File: src/hw/rtl/graph_stack_traversal_assert.svh
// Assertion macros for the graph stack traversal block.
// Each macro expects clk and arst_n to be visible where it is used.
`ifndef GRAPH_STACK_TRAVERSAL_ASSERT_SVH
`define GRAPH_STACK_TRAVERSAL_ASSERT_SVH

// The consequent must hold in the same cycle as the antecedent.
`define GST_ASSERT_IMP(lbl, ante, cons, msg) \
	lbl: assert property (@(posedge clk) disable iff (!arst_n) (ante) |-> (cons)) \
		else $error(msg);

// The consequent must hold in the cycle after the antecedent.
`define GST_ASSERT_NXT(lbl, ante, cons, msg) \
	lbl: assert property (@(posedge clk) disable iff (!arst_n) (ante) |=> (cons)) \
		else $error(msg);

`endif

File: src/hw/rtl/gst_pkg.sv
// Shared types and codes of the graph stack traversal block.
// Used by the output register and the top level; depends on nothing.
package gst_pkg;

	localparam int unsigned FIELD_W = 6;

	typedef enum logic [1:0] {
		ST_VERTEX  = 2'd0,
		ST_EDGE_OK = 2'd1,
		ST_FULL    = 2'd2,
		ST_RANGE   = 2'd3
	} status_t;

	typedef enum logic {
		CMD_ADD      = 1'b0,
		CMD_TRAVERSE = 1'b1
	} command_t;

	typedef struct packed {
		logic [FIELD_W-1:0] vertex;
		status_t            status;
		logic               last;
	} result_t;

endpackage

File: src/hw/rtl/gst_out_reg.sv
// Output register that holds one result request until the receiver takes it.
// Depends on gst_pkg for the result type.
module gst_out_reg
	import gst_pkg::*;
(
	input  logic    clk,
	input  logic    arst_n,
	input  logic    load_valid,
	output logic    load_ready,
	input  result_t load_data,
	output logic    out_valid,
	input  logic    out_ready,
	output result_t out_data
);

	logic    valid_q;
	result_t data_q;

	assign load_ready = !valid_q || out_ready;
	assign out_valid  = valid_q;
	assign out_data   = data_q;

	always_ff @(posedge clk or negedge arst_n) begin
		if (!arst_n) begin
			valid_q <= 1'b0;
		end else if (load_valid && load_ready) begin
			valid_q <= 1'b1;
		end else if (out_ready) begin
			valid_q <= 1'b0;
		end
	end

	always_ff @(posedge clk) begin
		if (load_valid && load_ready) begin
			data_q <= load_data;
		end
	end

endmodule

File: config.mk
export PLATFORM = sky130hd
export DESIGN_NAME = gst_out_reg
export DESIGN_NICKNAME = d
export VERILOG_FILES = /design/src/hw/rtl/graph_stack_traversal_assert.svh /design/src/hw/rtl/gst_pkg.sv /design/src/hw/rtl/gst_out_reg.sv
export SDC_FILE = /design/constraint.sdc
export NUM_CORES = 1
export LEC_CHECK = 0
export BUFFER_PORTS_ARGS = -buffer_cell sky130_fd_sc_hd__buf_2
export CAP_MARGIN = 20
export CORE_AREA = 2 2 39 41
export CTS_BUF_LIST = sky130_fd_sc_hd__clkbuf_8
export DETAILED_ROUTE_END_ITERATION = 10
export DIE_AREA = 0 0 41 43
export PLACE_DENSITY_LB_ADDON = 0.25
export RECOVER_POWER = 50
export SYNTH_ARGS = -nofsm -noshare
export SYNTH_HDL_FRONTEND = slang
export SYNTH_SLANG_ARGS = --single-unit
File: constraint.sdc
create_clock -name clk -period 1.3 [get_ports clk]
set_clock_uncertainty 0.15 [all_clocks]
set_input_delay 0.065 -clock clk [delete_from_list [all_inputs] [get_ports clk]]
set_output_delay 0.065 -clock clk [all_outputs]
set_load 0.02 [all_outputs]
==> summary.md, run 1 <==
| Metric | Value |
|---|---|
| Slowest cell on the critical path | `sky130_fd_sc_hd__dlygate4sd3_1` |
| Routed length per placed instance | `9.841 um` |
| Number of H-tree levels | `1` |
| Total count of hold-check failures in the final report | `0` |
| Worst min path class | `register to register` |
| Bufs on Longest Clock Path | `2` |
| Antenna violation net count after detailed routing | `0` |
| R2R setup slack | `0.16 ns` |
| Sequential element share of the synthesized area | `91.12%` |
| Crit path largest cell delay | `0.52 ns` |
| Aggregate routed wire length | `679 um` |
| Netlist area before placement | `324.1 sq um` |
| Area of the core region | `1384 sq um` |
| Distinct cell type count of the synthesized netlist | `5` |
| Total number of vias | `263` |
| Worst rel slew slack | `82.64%` |
| Maximum number of pins on one net before global-route repair | `10` |
| Leakage power summed over all cells | `0.2720 nW` |
| Placer congestion estimate | `0.5725` |
| Initial cell density of the core | `23.42%` |
| WHS Path Cells | `2` |
| Worst Hold Path EP | `out_valid$_DFFE_PN0P_` |
| Final core utilization | `45.48%` |
| Relative contribution of the clock network to total power | `39.3%` |
| Crit path capture type | `register` |
| Net Sw Frac | `20.32%` |
| Reg power frac | `47.6%` |
| Number of top-level design ports | `24` |
| Number of violations of the max-capacitance limit | `0` |
| Outcome | `finished, final reports clean` |
| Capture point of the worst reg-to-reg path | `out_data[8]$_DFFE_PP_` |
| Unrepaired setup endpoints after global routing | `false` |
| Combined buffer and inverter count along the critical path | `2` |
| Area growth from synthesis to layout | `94.21%` |
| Number of buffers inserted by post-CTS setup repair | `0` |
| Power density normalized to cell area | `1263 nW/um^2` |
| Fill cells | `136` |
| DR vias/cell | `3.812` |
| Final Cycle Share | `94.54%` |
| Total nets after synthesis | `26` |
| Clock slew at the register clock pins of the worst setup and hold paths | `0.04 ns` |
| Full die area | `1763 sq um` |
| Critical Path RT | `1.08 ns` |
| Final TNS setup | `0 ns` |
| First-pass GRT wire length | `1.124 mm` |
| DRC violations left | `0` |
| Setup Crit Path Kind | `primary input to register` |
| Commonest non-fill, non-tap cell in the layout | `sky130_fd_sc_hd__buf_2` |
| Transition time at the pin with the least slew margin | `0.2615 ns` |
| Proportion of power drawn by combinational gates | `13.1%` |
| Highest-count cells in the layout ignoring fill and taps | `sky130_fd_sc_hd__buf_2 (19), sky130_fd_sc_hd__dlygate4sd3_1 (13), sky130_fd_sc_hd__edfxtp_1 (9), sky130_fd_sc_hd__clkbuf_1 (4), sky130_fd_sc_hd__clkbuf_8 (3)` |
| Arrival time at the worst endpoint | `1.01 ns` |
| Power after layout | `0.7950 mW` |
| Number of CTS-inserted buffers | `3` |
| Clock network latency to the later pin of the worst-skew pair | `0.22 ns` |
| Number of synthesized register bits | `10` |
| Critical path, cell by cell | `dlygate4sd3_1 -> buf_2 -> nand2b_4 -> and2_4` |
| Share of Yosys cell area claimed by the top area cell type | `83.40%` |
| Category of cells accounting for the largest share of critical-path delay | `buffers and inverters` |
| Number of search-and-repair iterations in the first detailed-routing pass | `2` |
| Warnings, synthesis | `0` |
| Maximum clock frequency | `813.7 MHz` |
| Count of mapped cells out of synthesis | `13` |
| Hold-fix buffers, CTS | `13` |
| Start of the worst register-to-register path | `out_valid$_DFFE_PN0P_` |
| Std-Cell Rows | `14` |
| Top fanout value on the critical path | `9` |
| Switching power of the nets | `0.1615 mW` |
| Total of endpoints with negative setup slack in the final report | `0` |
| Number of buffer cells added on primary ports | `23` |
| Num Clock Sinks | `10` |
| Number of global-route vias before repair | `283` |
| Clock tree from TritonCTS | `yes` |
| Dominant cell type by area after synthesis | `sky130_fd_sc_hd__edfxtp_1` |
| Count of pins over their slew limit | `0` |
| Post-layout net count | `67` |
| Diodes inserted | `0` |
| First-iteration detailed-routing DRC count | `2` |
| Root buffer cell | `sky130_fd_sc_hd__clkbuf_8` |
| Antenna violations before repair | `0` |
| Critical hold path startpoint | `out_valid$_DFFE_PN0P_` |
| Depth of the worst register-to-register path | `2` |
| Global-route congestion overflow total | `0` |
| Die Y-Extent | `43 um` |
| Top post-synthesis cells by area | `sky130_fd_sc_hd__edfxtp_1 (83%), sky130_fd_sc_hd__dfrtp_1 (7.7%), sky130_fd_sc_hd__nand2b_4 (4.2%)` |
| Time the worst path needs with I/O delays and setup | `1.229 ns` |
| Startpoint types | `primary input` |
| Mean post-synth cell area | `24.93 sq um` |
| Layout cells sized above 1 | `45.28%` |
| Horizontal die dimension | `41 um` |
| Int Pwr | `0.6335 mW` |
| Largest vdd supply drop | `615.7 uV` |
| Global router's overall resource usage | `10.34%` |
| Post-cts sizing count | `0` |
layer usage:
layer	wire, um	share of wire, %	GRT usage [%]	vias to the layer above
met1	218	32	8.562	121
met4	8	1.2	8.000	0
met3	57	8.4	4.712	2
met5	0	0	0	-
met2	394	58	17.19	12
li1	-	-	-	128
sequential cells by signal, summed over array words and instances (netlist names):
name       flops
out_data       9
out_valid      1
synth_stat cells (all sizes together):
cell / instances
edfxtp: 9
and2: 1
dfrtp: 1
nand2b: 2
worst register-to-register path, cell delays in order, from the launching register on:
cell	delay (ns)
sky130_fd_sc_hd__dfrtp_1	0.40
sky130_fd_sc_hd__nand2b_4	0.09
sky130_fd_sc_hd__and2_4	0.21
final cells by class:
cell class                      count  area, sq um  area share, %
Sequential cell                    10        295.3          46.92
Tap cell                           16        20.02          3.181
Clock inverter                      1        3.754         0.5964
Clock buffer                        3        41.29          6.561
Timing Repair Buffer               36        240.2          38.17
Multi-Input combinational cell      3        28.78          4.573
kinds of logic (layout without fill, tap and decap cells):
group	Yosys count	after routing	share of synthesized area [%]
flip-flops	10	10	91.12
buffers and inverters	0	40	0
AND/OR/NAND/NOR	3	3	8.881
through the flow:
stage / hold slack, ns / worst slack [ns] / instances / instance area [sq um]
2_1_floorplan: -0.3806 / 0.04586 / 13 / 324.1
3_3_place_gp: -0.3099 / 0.1744 / 52 / 459.2
3_5_place_dp: -0.3074 / 0.1598 / 52 / 459.2
4_1_cts: 0.3988 / 0.07501 / 69 / 634.4
5_1_grt: 0.4088 / 0.05036 / 69 / 629.4
6_report: 0.3918 / 0.07102 / 69 / 629.4
power by group through the flow:
stage / clock [mW] / combinational [mW] / sequential, mW
floorplan: 0 / 0.0163 / 0.407
global placement: 0 / 0.0754 / 0.383
detailed placement: 0 / 0.0773 / 0.383
CTS: 0.320 / 0.107 / 0.378
global route: 0.346 / 0.112 / 0.380
finish: 0.313 / 0.104 / 0.378
how the worst max path moves through the flow:
stage,endpoint,cells past startpoint,start
6_report,out_data[8]$_DFFE_PP_,4,out_ready
5_1_grt,out_data[1]$_DFFE_PP_,4,out_ready
4_1_cts,out_data[8]$_DFFE_PP_,4,out_ready
3_5_place_dp,out_data[6]$_DFFE_PP_,2,out_valid$_DFFE_PN0P_
3_3_place_gp,out_data[8]$_DFFE_PP_,2,out_valid$_DFFE_PN0P_
2_1_floorplan,out_data[0]$_DFFE_PP_,2,out_valid$_DFFE_PN0P_
(Power assumes the default switching activity.)
==> run 2, diff against run 1 <==
--- a/config.mk
+++ b/config.mk
@@ -8,8 +8,8 @@
 export BUFFER_PORTS_ARGS = -buffer_cell sky130_fd_sc_hd__buf_2
 export CAP_MARGIN = 20
-export CORE_AREA = 2 2 39 41
+export CORE_AREA = 3 3 40 42
 export CTS_BUF_LIST = sky130_fd_sc_hd__clkbuf_8
 export DETAILED_ROUTE_END_ITERATION = 10
-export DIE_AREA = 0 0 41 43
+export DIE_AREA = 0 0 43 45
 export PLACE_DENSITY_LB_ADDON = 0.25
 export RECOVER_POWER = 50
--- a/constraint.sdc
+++ b/constraint.sdc
@@ -3,3 +3,3 @@
 set_input_delay 0.065 -clock clk [delete_from_list [all_inputs] [get_ports clk]]
 set_output_delay 0.065 -clock clk [all_outputs]
-set_load 0.02 [all_outputs]
+set_load 0.1 [all_outputs]
==> summary.md, run 2 (synthesis results as in run 1) <==
| Metric | Value |
|---|---|
| Outcome | `finished, final reports clean` |
| Horizontal die dimension | `43 um (+4.9%)` |
| Power density normalized to cell area | `1415 nW/um^2 (+12%)` |
| Number of buffer cells added on primary ports | `23 (unchanged)` |
| Std-Cell Rows | `13 (-1)` |
| Worst setup path startpoint | `out_valid$_DFFE_PN0P_` |
| First-pass GRT wire length | `1.304 mm (+16%)` |
| Number of global-route vias before repair | `293 (+3.5%)` |
| First-iteration detailed-routing DRC count | `6 (+4)` |
| Clock network latency to the later pin of the worst-skew pair | `0.23 ns (about the same)` |
| Worst min path class | `primary input to register` |
| Leakage power summed over all cells | `0.2916 nW (+7.2%)` |
| Arrival time at the worst endpoint | `1.06 ns (+0.05 ns)` |
| Final Cycle Share | `97.92% (+3.4 points)` |
| Total count of hold-check failures in the final report | `0 (unchanged)` |
| Post-route cell area | `666.9 sq um (+6.0%)` |
| Final TNS setup | `0 ns (unchanged)` |
| Layout cells sized above 1 | `54.72% (+9.4 points)` |
| Post-cts sizing count | `0 (unchanged)` |
| Number of CTS-inserted buffers | `3 (unchanged)` |
| Aggregate routed wire length | `797 um (+17%)` |
| Final core utilization | `51.90% (+6.4 points)` |
| Number of search-and-repair iterations in the first detailed-routing pass | `4 (+2)` |
| Placement Cell Area | `491.7 sq um (+7.1%)` |
| Crit path capture type | `register` |
| DR vias/cell | `3.809 (about the same)` |
| Total of endpoints with negative setup slack in the final report | `0 (unchanged)` |
| Num Clock Sinks | `10 (unchanged)` |
| Combined buffer and inverter count along the critical path | `0 (-2)` |
| Area of the core region | `1285 sq um (-7.1%)` |
| Die Y-Extent | `45 um (+4.7%)` |
| Antenna violations before repair | `0 (unchanged)` |
| Setup Crit Path Kind | `register to register` |
| Maximum clock frequency | `785.6 MHz (-3.5%)` |
| Global router's overall resource usage | `10.17% (-0.17 points)` |
| Startpoint types | `register` |
| Worst rel slew slack | `67.37% (-15 points)` |
| Area growth from synthesis to layout | `105.8%` |
| Net Sw Frac | `30.99% (+11 points)` |
| Diodes inserted | `0 (unchanged)` |
| Unrepaired setup endpoints after global routing | `false` |
| Commonest non-fill, non-tap cell in the layout | `sky130_fd_sc_hd__buf_2` |
| Slowest cell on the critical path | `sky130_fd_sc_hd__dfrtp_4` |
| Critical Path RT | `1.08 ns (about the same)` |
| Crit path largest cell delay | `0.50 ns (-0.02 ns)` |
| Hold Slack | `0.3942 ns (+0.002369 ns)` |
| Root buffer cell | `sky130_fd_sc_hd__clkbuf_8` |
| Clock slew at the register clock pins of the worst setup and hold paths | `0.05 ns (about the same)` |
| Maximum number of pins on one net before global-route repair | `10 (unchanged)` |
| Count of pins over their slew limit | `0 (unchanged)` |
| Proportion of power drawn by combinational gates | `25.2% (+12 points)` |
| Critical hold path startpoint | `load_data[0]` |
| Reg power frac | `40.5% (-7.1 points)` |
| Category of cells accounting for the largest share of critical-path delay | `flip-flops` |
| Initial cell density of the core | `25.22% (+1.8 points)` |
| Global-route congestion overflow total | `0 (unchanged)` |
| Top fanout value on the critical path | `9 (unchanged)` |
| Int Pwr | `0.6511 mW (+2.8%)` |
| Number of H-tree levels | `1 (unchanged)` |
| Bufs on Longest Clock Path | `2 (unchanged)` |
| DRC violations left | `0 (unchanged)` |
| Clock tree from TritonCTS | `yes` |
| Number of top-level design ports | `24 (unchanged)` |
| Start of the worst register-to-register path | `out_valid$_DFFE_PN0P_` |
| Relative contribution of the clock network to total power | `34.3% (-5.0 points)` |
| Final instance count without filler cells | `68 (-1.4%)` |
| Critical path, cell by cell | `nand2b_4 -> and2_4` |
| Highest-count cells in the layout ignoring fill and taps | `sky130_fd_sc_hd__buf_2 (21), sky130_fd_sc_hd__dlygate4sd3_1 (13), sky130_fd_sc_hd__edfxtp_1 (9), sky130_fd_sc_hd__clkbuf_8 (3), sky130_fd_sc_hd__buf_12 (2)` |
| Routed length per placed instance | `11.72 um (+19%)` |
| Time the worst path needs with I/O delays and setup | `1.273 ns (+0.04396 ns)` |
| Antenna violation net count after detailed routing | `0 (unchanged)` |
| Number of placed instances, taps included | `51 (-1.9%)` |
| Number of violations of the max-capacitance limit | `0 (unchanged)` |
| Total number of vias | `259 (-1.5%)` |
| Largest vdd supply drop | `939.5 uV (+53%)` |
| Placer congestion estimate | `0.7139 (+25%)` |
| Switching power of the nets | `0.2924 mW (+81%)` |
| Transition time at the pin with the least slew margin | `0.4928 ns (+0.2313 ns)` |
| Number of flip-flops in the largest register | `9 (unchanged)` |
| Full die area | `1935 sq um (+9.8%)` |
| Post-layout net count | `67 (unchanged)` |
-- run 2: cell type report --
type | count | area [sq um]
Clock inverter | 1 | 3.754
Tap cell | 15 | 18.77
Fill cell | 117 | 618.1
Timing Repair Buffer | 36 | 275.3
Sequential cell | 10 | 299.0
Clock buffer | 3 | 41.29
Multi-Input combinational cell | 3 | 28.78
-- run 2: through the flow --
step                      setup slack [ns]  total power [mW]
after CTS                          0.02064            0.9507
after detailed placement           0.03016            0.5969
final                              0.02706            0.9435
after floorplan                    -0.3369            0.5414
after global routing             0.0005548            0.9841
after global placement             0.05136            0.5932
-- run 2: repair_timing --
item,4_1_cts,5_1_grt
hold buffers,13,0
endpoints found under the hold margin,11,0
buffers inserted,0,0
-- run 2: worst reg2reg max path: stages, from the launching register on --
cell	delay [ns]
sky130_fd_sc_hd__dfrtp_4	0.50
sky130_fd_sc_hd__nand2b_4	0.10
sky130_fd_sc_hd__and2_4	0.22
-- run 2: layer usage --
metal,GRT usage (%),wire length (um)
met1,8.883,282
met3,5.578,92
met4,5.422,0
met2,18.56,422
met5,0,0
-- run 2: power by group through the flow --
stage          registers, mW  logic, mW  clock network, mW
3_3_place_gp           0.386      0.207                  0
4_1_cts                0.383      0.239              0.329
6_report               0.382      0.238              0.324
2_1_floorplan          0.512     0.0296                  0
5_1_grt                0.383      0.247              0.354
3_5_place_dp           0.388      0.209                  0
-- run 2: final timing paths --
check | end | slack, ns | cells past startpoint
max reg2reg | out_data[7]$_DFFE_PP_ | 0.03 | 2
min reg2reg | out_valid$_DFFE_PN0P_ | 0.47 | 2
min | out_data[0]$_DFFE_PP_ | 0.39 | 2
max in group asynchronous | out_valid$_DFFE_PN0P_ | 0.37 | 3
min in group asynchronous | out_valid$_DFFE_PN0P_ | 0.51 | 3
max | out_data[7]$_DFFE_PP_ | 0.03 | 2
